[src/hdl/octn_pkg.sv]
// shared types and constants for the octree neighbour enumerator
`timescale 1ns / 1ps

package octn_pkg;

   localparam int LVL_W = 5;    // tree level field
   localparam int IDX_W = 63;   // morton index field
   localparam int POS_W = 5;    // ordinal of a result in its list
   localparam int AXES  = 3;

   typedef enum logic [1:0] {
      ST_IDLE,
      ST_SETUP,
      ST_RUN
   } octn_state_type;

   typedef struct packed {
      logic load;   // latch clamped ranges, start at the low corner
      logic step;   // move to the next box, z fastest
   } walk_ctrl_type;

endpackage

[src/hdl/octn_walker.sv]
// range walker: clamps the three axis ranges and steps through them with one incrementer
`timescale 1ns / 1ps

module octn_walker #(
   parameter int COORD_BITS = 21
) (
   input  logic                                         clock,
   input  octn_pkg::walk_ctrl_type                      walk_ctrl,
   input  logic [octn_pkg::AXES-1:0][COORD_BITS-1:0]    center,
   input  logic [COORD_BITS-1:0]                        grid_top,
   output logic [octn_pkg::AXES-1:0][COORD_BITS-1:0]    cur,
   output logic                                         at_end
);
   import octn_pkg::*;

   logic [AXES-1:0][COORD_BITS-1:0] lo_ff, lo_in;
   logic [AXES-1:0][COORD_BITS-1:0] hi_ff, hi_in;
   logic [AXES-1:0][COORD_BITS-1:0] cur_ff, cur_in;
   logic [AXES-1:0]                 at_hi;
   logic [1:0]                      sel;
   logic [COORD_BITS-1:0]           inc_val;

   // clamp center-1 .. center+1 to the grid
   always_comb begin
      for (int a = 0; a < AXES; a++) begin
         lo_in[a] = (center[a] != '0) ? center[a] - COORD_BITS'(1) : '0;
         hi_in[a] = (center[a] != grid_top) ? center[a] + COORD_BITS'(1) : grid_top;
         at_hi[a] = (cur_ff[a] == hi_ff[a]);
      end
   end

   // innermost axis that has not reached its top gets the increment
   always_comb begin
      priority if (!at_hi[2]) begin
         sel = 2'd2;
      end else if (!at_hi[1]) begin
         sel = 2'd1;
      end else begin
         sel = 2'd0;
      end
   end

   assign inc_val = cur_ff[sel] + COORD_BITS'(1);

   always_comb begin
      cur_in = cur_ff;
      if (walk_ctrl.load) begin
         cur_in = lo_in;
      end else if (walk_ctrl.step) begin
         for (int a = 0; a < AXES; a++) begin
            if (2'(a) == sel) begin
               cur_in[a] = inc_val;
            end else if (2'(a) > sel) begin
               cur_in[a] = lo_ff[a];
            end
         end
      end
   end

   always_ff @(posedge clock) begin
      cur_ff <= cur_in;
      if (walk_ctrl.load) begin
         lo_ff <= lo_in;
         hi_ff <= hi_in;
      end
   end

   assign cur    = cur_ff;
   assign at_end = &at_hi;

endmodule

[src/hdl/octree_neighbour_enumerator.sv]
// top level: decodes the box, walks its clamped neighbourhood, registers each result
//
//   channel | ports                                      | direction
//   --------+--------------------------------------------+----------
//   request | req_valid req_ready req_tree_level         | in
//           | req_box_index                              |
//   result  | rsp_valid rsp_ready rsp_neighbour_index    | out
//           | rsp_position rsp_last                      |
//
// a request goes through accept, a setup state that checks the index against the level
// and clamps the ranges, then the walk, one result per cycle while the output slot is free.
// an index outside its level gives no result and frees the block after the setup state.
// the walk waits while the output register is full and rsp_ready is low.
// reset is synchronous and clears the sequencer and the output valid.
`timescale 1ns / 1ps

module octree_neighbour_enumerator #(
   parameter int COORD_BITS = 21
) (
   input  logic                          clock,
   input  logic                          reset,
   input  logic                          req_valid,
   output logic                          req_ready,
   input  logic [octn_pkg::LVL_W-1:0]    req_tree_level,
   input  logic [octn_pkg::IDX_W-1:0]    req_box_index,
   output logic                          rsp_valid,
   input  logic                          rsp_ready,
   output logic [octn_pkg::IDX_W-1:0]    rsp_neighbour_index,
   output logic [octn_pkg::POS_W-1:0]    rsp_position,
   output logic                          rsp_last
);
   import octn_pkg::*;

   localparam logic [LVL_W-1:0] MAX_LVL = LVL_W'(COORD_BITS);

   octn_state_type state_ff, state_in;

   logic [LVL_W-1:0]  lvl_ff, lvl_in;
   logic [IDX_W-1:0]  idx_ff, idx_in;
   logic [POS_W-1:0]  pos_ff, pos_in;
   logic              rsp_valid_ff, rsp_valid_in;
   logic [IDX_W-1:0]  rsp_index_ff, rsp_index_in;
   logic [POS_W-1:0]  rsp_pos_ff, rsp_pos_in;
   logic              rsp_last_ff, rsp_last_in;

   logic [LVL_W+1:0]                lvl3;
   logic                            out_of_level;
   logic [COORD_BITS-1:0]           grid_top;
   logic [AXES-1:0][COORD_BITS-1:0] center;
   logic [AXES-1:0][COORD_BITS-1:0] cur;
   logic                            at_end;
   logic [IDX_W-1:0]                nbr_index;
   logic                            slot_free;
   logic                            emit;
   walk_ctrl_type                   walk_ctrl;

   // box decode: coordinates, grid top, any index bit at or above 3*level
   assign lvl3 = (LVL_W + 2)'(lvl_ff) * (LVL_W + 2)'(3);

   always_comb begin
      out_of_level = 1'b0;
      for (int p = 0; p < IDX_W; p++) begin
         if (idx_ff[p] && ((LVL_W + 2)'(p) >= lvl3)) begin
            out_of_level = 1'b1;
         end
      end
      for (int b = 0; b < COORD_BITS; b++) begin
         grid_top[b] = (LVL_W'(b) < lvl_ff);
         for (int a = 0; a < AXES; a++) begin
            center[a][b] = idx_ff[AXES * b + a];
         end
      end
   end

   // re-interleave the walker's current box
   always_comb begin
      nbr_index = '0;
      for (int b = 0; b < COORD_BITS; b++) begin
         for (int a = 0; a < AXES; a++) begin
            nbr_index[AXES * b + a] = cur[a][b];
         end
      end
   end

   octn_walker #(
      .COORD_BITS (COORD_BITS)
   ) u_walker (
      .clock     (clock),
      .walk_ctrl (walk_ctrl),
      .center    (center),
      .grid_top  (grid_top),
      .cur       (cur),
      .at_end    (at_end)
   );

   assign slot_free = !rsp_valid_ff || rsp_ready;

   // next state
   always_comb begin
      state_in = state_ff;
      unique case (state_ff)
         ST_IDLE: begin
            if (req_valid) begin
               state_in = ST_SETUP;
            end
         end
         ST_SETUP: begin
            state_in = out_of_level ? ST_IDLE : ST_RUN;
         end
         ST_RUN: begin
            if (slot_free && at_end) begin
               state_in = ST_IDLE;
            end
         end
         default: begin
            state_in = ST_IDLE;
         end
      endcase
   end

   // sequencer outputs
   always_comb begin
      req_ready      = 1'b0;
      walk_ctrl.load = 1'b0;
      walk_ctrl.step = 1'b0;
      emit           = 1'b0;
      unique case (state_ff)
         ST_IDLE: begin
            req_ready = 1'b1;
         end
         ST_SETUP: begin
            walk_ctrl.load = !out_of_level;
         end
         ST_RUN: begin
            emit           = slot_free;
            walk_ctrl.step = slot_free;
         end
         default: begin
            req_ready = 1'b0;
         end
      endcase
   end

   // request capture, level saturates at the coordinate width
   always_comb begin
      lvl_in = lvl_ff;
      idx_in = idx_ff;
      if (req_valid && req_ready) begin
         lvl_in = (req_tree_level > MAX_LVL) ? MAX_LVL : req_tree_level;
         idx_in = req_box_index;
      end
   end

   // output register
   always_comb begin
      pos_in       = pos_ff;
      rsp_valid_in = rsp_valid_ff;
      rsp_index_in = rsp_index_ff;
      rsp_pos_in   = rsp_pos_ff;
      rsp_last_in  = rsp_last_ff;
      if (walk_ctrl.load) begin
         pos_in = '0;
      end
      if (emit) begin
         rsp_valid_in = 1'b1;
         rsp_index_in = nbr_index;
         rsp_pos_in   = pos_ff;
         rsp_last_in  = at_end;
         pos_in       = pos_ff + POS_W'(1);
      end else if (rsp_ready) begin
         rsp_valid_in = 1'b0;
      end
   end

   always_ff @(posedge clock) begin
      if (reset) begin
         state_ff     <= ST_IDLE;
         rsp_valid_ff <= 1'b0;
      end else begin
         state_ff     <= state_in;
         rsp_valid_ff <= rsp_valid_in;
      end
      lvl_ff       <= lvl_in;
      idx_ff       <= idx_in;
      pos_ff       <= pos_in;
      rsp_index_ff <= rsp_index_in;
      rsp_pos_ff   <= rsp_pos_in;
      rsp_last_ff  <= rsp_last_in;
   end

   assign rsp_valid           = rsp_valid_ff;
   assign rsp_neighbour_index = rsp_index_ff;
   assign rsp_position        = rsp_pos_ff;
   assign rsp_last            = rsp_last_ff;

`ifndef SYNTHESIS
   // the final result of a walk frees the block for the next request
   a_last_frees: assert property (@(posedge clock) disable iff (reset)
      (emit && at_end) |=> req_ready)
      else $error("walk did not return to idle after its final result");

   // a neighbourhood holds at most 27 boxes
   a_pos_bound: assert property (@(posedge clock) disable iff (reset)
      rsp_valid |-> (rsp_position <= POS_W'(26)))
      else $error("result position beyond the 3x3x3 neighbourhood");

   // the walk starts at ordinal zero
   a_first_pos: assert property (@(posedge clock) disable iff (reset)
      walk_ctrl.load |=> (pos_ff == '0))
      else $error("position counter not cleared at walk start");

   // an out-of-level box produces nothing
   a_bad_box: assert property (@(posedge clock) disable iff (reset)
      (state_ff == ST_SETUP && out_of_level) |=> (state_ff == ST_IDLE && !emit))
      else $error("out-of-level box started a walk");
`endif

endmodule

[config.mk]
export PLATFORM = sky130hd
export DESIGN_NAME = octree_neighbour_enumerator
export DESIGN_NICKNAME = d
export VERILOG_FILES = /design/src/hdl/octn_pkg.sv /design/src/hdl/octn_walker.sv /design/src/hdl/octree_neighbour_enumerator.sv
export SDC_FILE = /design/constraint.sdc
export NUM_CORES = 1
export LEC_CHECK = 0
export BUFFER_PORTS_ARGS = -buffer_cell sky130_fd_sc_hd__buf_2
export CORE_MARGIN = 2
export CORE_UTILIZATION = 30
export DETAILED_ROUTE_END_ITERATION = 6
export SYNTH_ARGS = -nofsm -noshare
export SYNTH_HDL_FRONTEND = slang
export SYNTH_SLANG_ARGS = --single-unit
[constraint.sdc]
create_clock -name clock -period 6.09 [get_ports clock]
set_input_delay 0.3045 -clock clock [delete_from_list [all_inputs] [get_ports clock]]
set_output_delay 0.3045 -clock clock [all_outputs]
set_load 0.02 [all_outputs]
; ---- After elaboration in Yosys (flattened, before gate mapping)
; Index checks and enable logic that the tools add are counted.
[word_totals]
out_inout_bits = 71
regBits = 334
[op_classes]
multipliers = 1
n_eq_ne = 12
addsub = 8
reduce_logical = 83
order_cmp = 89
n_mux = 92
[op_table]
columns = cell, n
row1 = 21-bit 2-to-1 mux, 13
row2 = "6-bit by 7-bit >= comparator with 1-bit output, first input constant", 31
row3 = 63-bit 2-to-1 mux, 2
row4 = "5-bit by 7-bit >= comparator with 1-bit output, first input constant", 16
row5 = "21-bit by 1-bit adder with 21-bit output, second input constant", 4
row6 = 1-bit 2-to-1 mux, 69
row7 = 1-bit logical AND, 65
row8 = 21-bit equality test, 3
row9 = 21-bit != test, 3
row10 = 21-bit nonzero test, 3
row11 = "21-bit by 1-bit subtractor with 21-bit output, second input constant", 3
row12 = "4-bit by 7-bit >= comparator with 1-bit output, first input constant", 8
row13 = 21-bit binary-select mux with 2-bit select, 1
row14 = "4-bit by 5-bit < comparator with 1-bit output, first input constant", 8
row15 = "3-bit by 7-bit >= comparator with 1-bit output, first input constant", 4
row16 = "5-bit < comparator, first input constant", 5
row17 = "3-bit by 5-bit < comparator with 1-bit output, first input constant", 4
row18 = "1-bit by 7-bit >= comparator with 1-bit output, first input constant", 2
row19 = "2-bit by 7-bit >= comparator with 1-bit output, first input constant", 2
row20 = "1-bit by 5-bit < comparator with 1-bit output, first input constant", 2
row21 = "2-bit by 5-bit < comparator with 1-bit output, first input constant", 2
row22 = 5-bit 2-to-1 mux, 2
row23 = 3-bit nonzero test, 3
row24 = 2-bit 2-to-1 mux, 4
row25 = other kinds (18), 26

; ---- Logic depth before layout (Yosys ltp)
; Gate-level depths: netlist of the first run.
[depth]
word_depth = 70
ltp_mapped = 18
ltp_nobuf = 12

; ---- Modules after synthesis
; Synthesis of the first run repeated with hierarchy kept, for this count alone.
[unflattened]
cells_unflattened = 1825
hier_area_um2 = 19058.3
[by_module_without_submodules]
columns = module, seq_area_each_um2, cells_per_inst, instances, area_per_inst_um2
row1 = octn_walker, 5675.4, 1398, 1, 12944.9
row2 = octree_neighbour_enumerator, 4324.1, 427, 1, 6113.4

; ---- Least setup slack after synthesis of the first run
; Ideal clock, no wire load.
[synth_path]
path_type = register to register
from = register lvl_ff[4]
to = register u_walker.hi_ff[0] (netlist bit) (enable)
stages_incl_launch_ff = 16
synth_period_minus_slack_ns = 6.163
arrival_ns = 5.684
n_path_buf = 5
setup_ns = 0.479
path_slack_ns = -0.073
cell_sequence = edfxtp_1 -> clkbuf_1 -> inv_1 -> ha_1 -> buf_2 -> o21ai_0 -> a21o_1 -> buf_2 -> or3_1 -> a222oi_1 -> o2111ai_1 -> nor4_2 -> o21ai_1 -> buf_6 -> buf_6 -> inv_1
[synth_between]
elab_chain_cells = 68
word_cells_on_any_way = 192
[synth_lines]
columns = item, line_no
row1 = from (decl), octree_neighbour_enumerator.sv:38  ; logic [LVL_W-1:0] lvl_ff, lvl_in;
row2 = from (signal assigned), octree_neighbour_enumerator.sv:183  ; lvl_ff <= lvl_in;
row3 = 5-bit by 2-bit multiplier with 7-bit output *, octree_neighbour_enumerator.sv:58  ; assign lvl3 = (LVL_W + 2)'(lvl_ff) * (LVL_W + 2)'(3);
row4 = 1-bit by 7-bit >= comparator with 1-bit output, octree_neighbour_enumerator.sv:63  ; if (idx_ff[p] && ((LVL_W + 2)'(p) >= lvl3)) begin
row5 = 1-bit logical AND, octree_neighbour_enumerator.sv:63
row6 = 1-bit 2-to-1 mux (62 in series), octree_neighbour_enumerator.sv:63
row7 = 1-bit 2-to-1 mux *, octree_neighbour_enumerator.sv:63
row8 = 1-bit logical NOT *, octree_neighbour_enumerator.sv:132  ; walk_ctrl.load = !out_of_level;
row9 = 1-bit 2-to-1 mux *, octree_neighbour_enumerator.sv:127  ; unique case (state_ff)
row10 = to (signal assigned), octn_walker.sv:64  ; hi_ff <= hi_in;
row11 = to (decl), octn_walker.sv:17  ; logic [AXES-1:0][COORD_BITS-1:0] hi_ff, hi_in;
; Every way passes the cells marked *; elsewhere a longest branch is shown, timed or not.
; A chain may end at the register's enable or synchronous reset.

; ---- Worst setup path after layout of the first run
[layout_path]
from = register lvl_ff[4]
to = register u_walker.cur_ff, in the netlist u_walker.cur[14] (enable)
[layout_between]
elab_chain_cells = 70
word_cells_on_any_way = 195
[layout_lines]
columns = item, line_no
row1 = 5-bit by 2-bit multiplier with 7-bit output *, octree_neighbour_enumerator.sv:58
row2 = 1-bit by 7-bit >= comparator with 1-bit output, octree_neighbour_enumerator.sv:63
row3 = 1-bit logical AND, octree_neighbour_enumerator.sv:63
row4 = 1-bit 2-to-1 mux (62 in series), octree_neighbour_enumerator.sv:63
row5 = 1-bit 2-to-1 mux *, octree_neighbour_enumerator.sv:63
row6 = 1-bit logical NOT *, octree_neighbour_enumerator.sv:132
row7 = 1-bit 2-to-1 mux *, octree_neighbour_enumerator.sv:127
row8 = 3-bit nonzero test (no source line) or 2-bit nonzero test (tied branches), n/a
row9 = 2-bit AND reduction (no source line) *, n/a
row10 = to (signal assigned), octn_walker.sv:61  ; cur_ff <= cur_in;
row11 = to (decl), octn_walker.sv:18  ; logic [AXES-1:0][COORD_BITS-1:0] cur_ff, cur_in;
; Marked as above.

==> results.json, run 1 <==
{
  "worst_slack_ps": 957.8,
  "drt-total-wl_um": 67090,
  "gr-total-overflow": 0,
  "unrepaired_setup_endpoints_after_global_routing": "false",
  "finalSetupTns_ps": 0,
  "nNetsFinal": 2005,
  "fmax_ghz": 0.1948,
  "post_synth_top_area_cell": "edfxtp_1",
  "layout_min_cycle_time_ps": 5132,
  "power.density_cell_area_mw_per_mm2": 246.5,
  "grt_first_pass_wirelength_um": 97990,
  "detail_route.vias_per_cell": 5.305,
  "detailroute.via_count": 14770,
  "dp_worst_setup_slack_ps": 1038,
  "ant_nets": 0,
  "port_buffers": 142,
  "synth.yosys.seq_area_share": 0.5244,
  "finalWeightedCongestion": 0.9656,
  "synth.net_count": 1854,
  "first_pass_iters": 5,
  "wl_met1_um": 29280,
  "cap_violations": 0,
  "clock_tree_from_tritoncts": "done",
  "clkTransAtPathRegs_ps": 60,
  "edff_count_synth": 331,
  "vdd.ir_drop.worst_uv": 174.9,
  "pleak_uw": 0.007842,
  "ys_async_sr_fraction": 0,
  "antennaDiodeCount": 0,
  "run_status": "finished, final reports clean",
  "synth.area.top_cells": "edfxtp_1 52%, xor2_1 5.5%, xnor2_1 5.1%, mux2_2 4.5%, nor2_1 3.4%",
  "route.met2.wl_um": 31020,
  "timing_worst_slew_pin_value_ps": 1332,
  "worst-r2r-setup-slack_ps": 960,
  "postSynth.topFlopCell": "edfxtp_1",
  "ys.warnings.count": 0,
  "clock_tree.root_cell": "clkbuf_16",
  "number_of_standard_cells_after_synthesis": 1758,
  "io-pin-count": 143,
  "setup_viol": 0,
  "slew_headroom": 0.1122,
  "cts_buffers": 39,
  "clock-skew-final_ps": 14.30,
  "hold_viol": 0,
  "dpl_cells": 2648,
  "drt_drc_violations_left": 0,
  "htreeDepth": 2,
  "cp-end-kind": "flop",
  "worstPathMaxFanout": 68,
  "synth_most_common_cell": "edfxtp_1",
  "timing.final.max_slew_violations": 0,
  "first_global_vias": 14520,
  "die-width_um": 256.1,
  "cts_buffer_depth": 3,
  "grt_max_degree": 77,
  "netlist_area_pre_place_mm2": 0.01907,
  "starting_utilization_of_the_core_area": 0.3028,
  "timing.critical_path.arrival_ps": 5310,
  "insertion_delay_ps": 570,
  "synth_common_cells": "331 x edfxtp_1, 171 x nor2_1, 140 x nand2_1",
  "rows": 92,
  "power_uw": 5545,
  "ctsResizeCount": 0,
  "crit_required_ps": 6270,
  "route.met3.wl_um": 4472,
  "layoutNonFillerInstCount": 2784,
  "timing_worst_setup_path_type": "flop to flop",
  "area_overhead_vs_synth_pct": 17.96,
  "place.detailed.hpwl_um": 49520,
  "synth_top_area_share": 0.5213,
  "share_of_final_layout_standard_cells_stronger_than_drive_strength_1": 0.1682,
  "dr_iter_0_viols": 1517,
  "min_path_type": "input port to flop",
  "final_min_period_over_clock_period": 0.8427,
  "avgSynthCellArea_um2": 10.85,
  "post_drt_wl_per_cell_um": 24.10,
  "netlist-cell-type-count": 80,
  "core-area_mm2": 0.06297,
  "startpoint_type": "flop",
  "antenna_violations_before_repair": 3,
  "floorplan.die.height_um": 256.1,
  "fp.dieArea_mm2": 0.06559,
  "cts.sink_count": 334,
  "highest-signal-layer": "met5",
  "globalRouteTotalUtil": 0.2001,
  "hold_ws_ps": 21.63,
  "total_of_flip_flops_plus_latches_after_synthesis": 334
}
registers in the layout, summed over array words and instances, names as in the netlist:
register and cells:
rsp_last 1, u_walker.lo_ff 63, rsp_neighbour_index 63, pos_ff 5, idx_ff 63, state_ff 2, u_walker.cur 63, rsp_valid 1
u_walker.hi_ff 63, lvl_ff 5, rsp_position 5
critical path, cell delays in order, from the launching register on:
cell	delay (ps)
edfxtp_1	770
inv_1	350
ha_1	600
o21ai_0	260
a21o_1	440
or3_1	430
a222oi_1	350
o2111ai_1	190
nor4_2	330
o21ai_4	140
buf_12	260
o21ai_2	550
cell usage in the layout, fill, tap and decap left out, types with 10 or more instances in the layout:
master	Yosys	layout
a211oi_1	10	10
a21o_1	18	18
a21oi_1	92	92
a31oi_1	30	30
and3_1	25	25
buf_2	17	142
buf_4	1	27
clkbuf_16	0	39
dlygate4sd3_1	0	66
edfxtp_1	331	331
ha_1	23	23
inv_1	32	30
mux2_2	77	77
mux2i_1	34	34
nand2_1	140	140
nand3_1	58	58
nand4_1	23	23
nor2_1	171	170
nor2b_1	12	12
nor3_1	42	40
nor4_1	30	30
o21ai_0	71	68
o31ai_1	18	18
or3_1	19	19
or4_1	13	13
xnor2_1	112	112
xor2_1	119	119
metrics by stage:
stage	utilization	cell area (um2)
2_1_floorplan	-	19070
3_3_place_gp	0.3273	20610
3_5_place_dp	0.3273	20610
4_1_cts	0.3572	22490
5_1_grt	0.3572	22490
6_report	0.3572	22490
per-layer routing:
metal / global-route usage / up-vias
met5: 0 / -
met4: 0.07342 / 2
met3: 0.03119 / 147
met2: 0.3235 / 668
met1: 0.2705 / 7182
li1: - / 6769
final timing paths:
path                           endpoint               startpoint  depth (start not counted)
max          u_walker.cur[14]$_DFFE_PP_  lvl_ff[4]$_SDFFCE_PN1P_                         11
min reg2reg   rsp_position[4]$_DFFE_PP_  pos_ff[4]$_SDFFCE_PN0P_                          0
min             lvl_ff[0]$_SDFFCE_PN1P_        req_tree_level[0]                          2
max reg2reg  u_walker.cur[14]$_DFFE_PP_  lvl_ff[4]$_SDFFCE_PN1P_                         11
cells by family (layout without fill, tap and decap cells):
group	Yosys count	in the layout	synth area share
AOI/OAI and AO/OA	324	324	0.1084
xor gates and xnor gates	231	231	0.1061
adders and majority gates	25	25	0.01667
buffers and inverters	160	340	0.03445
DFF	334	334	0.5244
muxes	113	113	0.06450
and+or+nand+nor	571	571	0.1455
area by class of cell:
| type | instances | area (um2) |
|---|---|---|
| clock buffer | 49 | 1044 |
| clock inverter | 21 | 178.9 |
| fill | 6231 | 40470 |
| inverter | 32 | 123.9 |
| multi-input combinational | 1264 | 8454 |
| sequential | 334 | 10000 |
| tap | 846 | 1059 |
| timing repair buffer | 238 | 1634 |
what timing repair did:
item	4_1_cts	5_1_grt
hold buffers	66	0
buffers inserted	0	0
hold endpoints to repair	68	0
power breakdown:
part | internal (uW) | switching [uW] | leakage [uW]
logic | 222 | 346 | 0.00419
clock network | 1310 | 968 | 0.000600
registers | 2580 | 124 | 0.00305
Power figures use the tool's default switching activity.
==> run 2: changes to the inputs <==
==> constraint.sdc (replaced) <==
create_clock -name clock -period 5.2 [get_ports clock]
set_input_delay 0.26 -clock clock [delete_from_list [all_inputs] [get_ports clock]]
set_output_delay 0.26 -clock clock [all_outputs]
set_load 0.02 [all_outputs]
==> run 2 against run 1 <==
  * Final area is 1.4% higher
  * Sequential power is 17% higher
  * Clock power is 18% higher
  * Final cell count is 1.4% higher
  * Core utilization is 0.51 points higher
  * Worst hold slack hardly changed
  * Global-route usage is 0.092 points lower
  * Largest power group unchanged
==> results.json, run 2 (synthesis gave the netlist of run 1 again) <==
{
  "fmax_ghz": 0.2126,
  "whs_path_depth": 2,
  "floorplan.die.height_um": 256.1,
  "insertion_delay_ps": 580,
  "io-pin-count": 143,
  "antennaDiodeCount": 0,
  "port_buffers": 142,
  "ant_nets": 0,
  "drt_drc_violations_left": 0,
  "dr_iter_0_viols": 1601,
  "antenna_violations_before_repair": 0,
  "timing.critical_path.arrival_ps": 4900,
  "clock_tree_from_tritoncts": "done",
  "area_overhead_vs_synth_pct": 19.65,
  "critical-path-max-stage-delay_ps": 560,
  "ctsResizeCount": 0,
  "gr-total-overflow": 0,
  "cts_buffers": 39,
  "place.detailed.hpwl_um": 50530,
  "layout_commonest_cell": "edfxtp_1",
  "worstPathMaxFanout": 48,
  "setup_viol": 0,
  "unrepaired_setup_endpoints_after_global_routing": "false",
  "wl_met1_um": 28770,
  "detail_route.vias_per_cell": 5.336,
  "timing_worst_slew_pin_value_ps": 1133,
  "clkTransAtPathRegs_ps": 60,
  "cp_slowest_cell": "edfxtp_1",
  "timing.rr.start": "lvl_ff[0]$_SDFFCE_PN1P_",
  "grt_first_pass_wirelength_um": 97240,
  "finalWeightedCongestion": 0.9827,
  "final_core_utilization": 0.3623,
  "hold_start": "req_tree_level[2]",
  "vdd.ir_drop.worst_uv": 173.6,
  "share_of_final_layout_standard_cells_stronger_than_drive_strength_1": 0.1857,
  "core-area_mm2": 0.06297,
  "clock_tree.root_cell": "clkbuf_16",
  "finalSetupTns_ps": 0,
  "hold_viol": 0,
  "rows": 92,
  "worst_r2r_endpoint": "u_walker.hi_ff[28]$_DFFE_PP_",
  "cp_cell_sequence": "ha_1 > inv_1 > fa_1 > buf_4 > or3_1 > a221o_1 > o31a_1 > o22ai_1 > o2111ai_1 > nor4_2 > o21ai_4 > clkinvlp_4 > buf_4",
  "die-width_um": 256.1,
  "run_status": "finished, final reports clean",
  "timing.reg2reg.worst_path_depth": 13,
  "clock-skew-final_ps": 37.99,
  "final_cell_mix": "331 x edfxtp_1, 170 x nor2_1, 142 x buf_2",
  "pleak_uw": 0.008038,
  "highest-signal-layer": "met4",
  "critical_path.most_common_cell": "buf_4",
  "slew_headroom": 0.2447,
  "timing_worst_setup_path_type": "flop to flop",
  "cts.sink_count": 334,
  "power.density_cell_area_mw_per_mm2": 286.4,
  "drt-total-wl_um": 67270,
  "starting_utilization_of_the_core_area": 0.3028,
  "route.met2.wl_um": 30780,
  "layout.filler_cells": 6261,
  "fp.dieArea_mm2": 0.06559,
  "crit_required_ps": 5400,
  "detailroute.via_count": 15060,
  "htreeDepth": 2,
  "worst-r2r-setup-slack_ps": 500,
  "layout_min_cycle_time_ps": 4704,
  "timing.final.max_slew_violations": 0,
  "cts_buffer_depth": 3,
  "route.met3.wl_um": 4615,
  "post_drt_wl_per_cell_um": 23.84,
  "startpoint_type": "flop",
  "min_path_type": "input port to flop",
  "cap_violations": 0,
  "globalRouteTotalUtil": 0.1991,
  "final_min_period_over_clock_period": 0.9046,
  "grt_max_degree": 70,
  "nNetsFinal": 2045,
  "cp-end-kind": "flop",
  "worstHoldEndpoint": "lvl_ff[2]$_SDFFCE_PN1P_",
  "first_pass_iters": 5,
  "first_global_vias": 14580
}
[run 2: cell type report]
class | instances | area (um2) | share of cell area
multi-input cells | 1264 | 8461 | 0.3708
clock inverters | 23 | 236.5 | 0.01037
well taps | 846 | 1059 | 0.04640
inverters | 32 | 123.9 | 0.005429
repair buffers | 278 | 1937 | 0.08490
flip-flops and latches | 334 | 10000 | 0.4383
clock buffers | 45 | 998.5 | 0.04376
[run 2: timing repair]
item,in CTS,in global routing
setup buffers,0,0
hold buffers,67,0
hold endpoints to repair,68,0
[run 2: where the power goes]
part	internal (uW)	leakage (uW)	switching (uW)	total (uW)
Clock	1540	0.000601	1150	2690
Sequential	3020	0.00305	131	3150
Combinational	278	0.00439	417	695
[run 2: how the worst max path moves through the flow]
stage | startpoint | to | slack (ps) | cells after the start
global route | lvl_ff[0]$_SDFFCE_PN1P_ | u_walker.hi_ff[32]$_DFFE_PP_ | 280 | 13
detailed placement | lvl_ff[0]$_SDFFCE_PN1P_ | u_walker.hi_ff[11]$_DFFE_PP_ | 540 | 13
floorplan | lvl_ff[1]$_SDFFCE_PN0P_ | u_walker.hi_ff[0]$_DFFE_PP_ | 60 | 17
finish | lvl_ff[0]$_SDFFCE_PN1P_ | u_walker.hi_ff[28]$_DFFE_PP_ | 500 | 13
global placement | lvl_ff[0]$_SDFFCE_PN1P_ | u_walker.hi_ff[3]$_DFFE_PP_ | 620 | 13
CTS | lvl_ff[0]$_SDFFCE_PN1P_ | u_walker.hi_ff[0]$_DFFE_PP_ | 540 | 13
[run 2: per-layer routing]
layer | global-route usage | vias up
met2 | 0.3229 | 727
li1 | - | 6851
met5 | 0 | -
met3 | 0.03060 | 163
met1 | 0.2647 | 7317
met4 | 0.08366 | 0
[run 2: critical path, delay by kind of cell (launching register included)]
family | cells | cell delay [ps]
compound gates | 5 | 1150
fa+ha+maj | 2 | 830
buf+inv | 4 | 980
flops | 1 | 560
simple gates | 2 | 790
[run 2: stage by stage]
| stage | cells | instance area (um2) | power, uW | setup slack (ps) | hold slack [ps] |
|---|---|---|---|---|---|
| final | 2822 | 22810 | 6535 | 496.0 | 21.35 |
| after global routing | 2822 | 22810 | 6746 | 277.1 | 26.67 |
| after CTS | 2822 | 22810 | 6573 | 535.8 | 3.945 |
| after detailed placement | 2687 | 20910 | 3845 | 543.9 | 438.1 |
| after global placement | 2687 | 20910 | 3842 | 619.6 | 437.8 |
| after floorplan | 1758 | 19090 | 3554 | 56.78 | 329.1 |
==> run 3: changes to the inputs <==
--- a/config.mk
+++ b/config.mk
@@ -6,9 +6,10 @@
 export NUM_CORES = 1
 export LEC_CHECK = 0
 export BUFFER_PORTS_ARGS = -buffer_cell sky130_fd_sc_hd__buf_2
-export CORE_MARGIN = 2
+export CORE_MARGIN = 1
 export CORE_UTILIZATION = 30
 export DETAILED_ROUTE_END_ITERATION = 6
+export REMOVE_ABC_BUFFERS = 1
 export SYNTH_ARGS = -nofsm -noshare
 export SYNTH_HDL_FRONTEND = slang
 export SYNTH_SLANG_ARGS = --single-unit
==> run 3 against run 2 <==
  * Worst hold slack better by 20 ps
  * Core utilization decreased by 0.25 points
  * Final cell count fell by 0.57%
  * Global-route usage grew 0.059 points
  * Clock skew is 23 ps lower
  * Largest power group unchanged
  * Critical path depth rose by 1
  * Wire length fell by 2.5%
  * Combinational power fell by 3.5%
==> results.json, run 3 (synthesis gave the netlist of run 1 again) <==
{
  "fp.dieArea_mm2": 0.06457,
  "place.detailed.hpwl_um": 48880,
  "timing_worst_slew_pin_value_ps": 1148,
  "post_drt_wl_per_cell_um": 23.36,
  "insertion_delay_ps": 570,
  "crit_required_ps": 5450,
  "cts_buffer_depth": 3,
  "clock_tree.root_cell": "clkbuf_16",
  "worstPathMaxFanout": 52,
  "critical-path-max-stage-delay_ps": 550,
  "globalRouteTotalUtil": 0.1997,
  "share_of_final_layout_standard_cells_stronger_than_drive_strength_1": 0.1765,
  "detailroute.via_count": 14930,
  "power.density_cell_area_mw_per_mm2": 284.8,
  "starting_utilization_of_the_core_area": 0.3028,
  "first_pass_iters": 6,
  "io-pin-count": 143,
  "htreeDepth": 2,
  "port_buffers": 142,
  "timing_worst_setup_path_type": "flop to flop",
  "min_path_type": "input port to flop",
  "timing.final.max_slew_violations": 0,
  "cap_violations": 0,
  "floorplan.die.height_um": 254.1,
  "grt_max_degree": 70,
  "detail_route.vias_per_cell": 5.320,
  "final_min_period_over_clock_period": 0.9302,
  "fmax_ghz": 0.2067,
  "area_overhead_vs_synth_pct": 18.82,
  "layout_commonest_cell": "edfxtp_1",
  "hold_viol": 0,
  "cp_cell_sequence": "ha_1 > inv_1 > fa_1 > xor2_1 > o32a_1 > a221oi_1 > nand2_1 > a222oi_1 > o2111ai_1 > nor4_2 > o21ai_4 > buf_12 > o21ai_2 > buf_4",
  "dr_iter_0_viols": 1530,
  "antennaDiodeCount": 0,
  "vdd.ir_drop.worst_uv": 240.0,
  "nNetsFinal": 2028,
  "whs_path_depth": 2,
  "worstHoldEndpoint": "lvl_ff[1]$_SDFFCE_PN0P_",
  "worst-r2r-setup-slack_ps": 360,
  "worst_r2r_endpoint": "u_walker.cur[11]$_DFFE_PP_",
  "hold_start": "req_tree_level[1]",
  "cp-end-kind": "flop",
  "clkTransAtPathRegs_ps": 60,
  "pleak_uw": 0.007941,
  "drt_drc_violations_left": 0,
  "clock_tree_from_tritoncts": "done",
  "clock-skew-final_ps": 15.05,
  "timing.reg2reg.worst_path_depth": 14,
  "cts.sink_count": 334,
  "slew_headroom": 0.2294,
  "ant_nets": 0,
  "cp_slowest_cell": "a221oi_1",
  "antenna_violations_before_repair": 0,
  "worst_slack_ps": 363.1,
  "run_status": "finished, final reports clean",
  "timing.critical_path.arrival_ps": 5080,
  "path_buf_inv": 3,
  "drt-total-wl_um": 65560,
  "gr-total-overflow": 0,
  "timing.rr.start": "lvl_ff[0]$_SDFFCE_PN1P_",
  "setup_viol": 0,
  "dp_worst_setup_slack_ps": 440.0,
  "die-width_um": 254.1,
  "dpl_cells": 2669,
  "rows": 92,
  "critPathTopFamily": "compound AO/OA/AOI/OAI gates",
  "startpoint_type": "flop",
  "cts_buffers": 39,
  "ctsResizeCount": 0,
  "grt_first_pass_wirelength_um": 94640,
  "layoutNonFillerInstCount": 2806,
  "final_cell_mix": "331 x edfxtp_1, 170 x nor2_1, 142 x buf_2",
  "unrepaired_setup_endpoints_after_global_routing": "false",
  "finalWeightedCongestion": 0.9175,
  "layout_min_cycle_time_ps": 4837,
  "first_global_vias": 14280,
  "core-area_mm2": 0.06297
}
## run 3: through the flow
stage	setup TNS, ps	power, uW	util	hold WS [ps]	area (um2)
after CTS	0	6505	0.3598	22.64	22660
after global routing	0	6660	0.3598	36.81	22660
final	0	6452	0.3598	41.00	22660
after detailed placement	0	3834	0.3300	438.1	20780
after global placement	0	3831	0.3300	435.8	20780
after floorplan	-902340	3534	-	329.1	18530
## run 3: worst reg2reg max path: cells and delay by family (launching register included)
kind,cells,cell delay (ps)
compound gates,6,1710
xor+xnor,1,340
fa+ha+maj,2,770
buf+inv,3,660
flops,1,540
simple gates,2,480
## run 3: worst max path at each step
stage / startpoint / end / slack (ps) / depth (start not counted)
floorplan: lvl_ff[0]$_SDFFCE_PN1P_ / u_walker.hi_ff[0]$_DFFE_PP_ / -4940 / 11
global placement: lvl_ff[0]$_SDFFCE_PN1P_ / u_walker.cur[2]$_DFFE_PP_ / 500 / 14
detailed placement: lvl_ff[0]$_SDFFCE_PN1P_ / u_walker.cur[2]$_DFFE_PP_ / 440 / 14
CTS: lvl_ff[0]$_SDFFCE_PN1P_ / u_walker.cur[8]$_DFFE_PP_ / 410 / 14
global route: lvl_ff[0]$_SDFFCE_PN1P_ / u_walker.cur[11]$_DFFE_PP_ / 70 / 14
finish: lvl_ff[0]$_SDFFCE_PN1P_ / u_walker.cur[11]$_DFFE_PP_ / 360 / 14
## run 3: power by group
part	internal, uW	leakage [uW]	switching, uW
clock network	1450	0.000576	1170
logic	270	0.00432	401
registers	3020	0.00305	143
## run 3: area by class of cell
cell class	count	area (um2)
Clock inverter	22	192.7
Multi-Input combinational cell	1264	8453
Fill cell	6244	40310
Tap cell	846	1059
Sequential cell	334	10000
Inverter	32	122.6
Clock buffer	47	1006
Timing Repair Buffer	261	1824
## run 3: per-layer routing
metal / routed length (um) / global-route usage
met1: 27550 / 0.2593
met2: 30270 / 0.3208
met3: 4346 / 0.03278
met4: 3393 / 0.1017
met5: 0 / 0
## run 3: what timing repair did
action	4_1_cts	5_1_grt
hold endpoints to repair	69	0
setup buffers	0	0
hold buffers	68	0
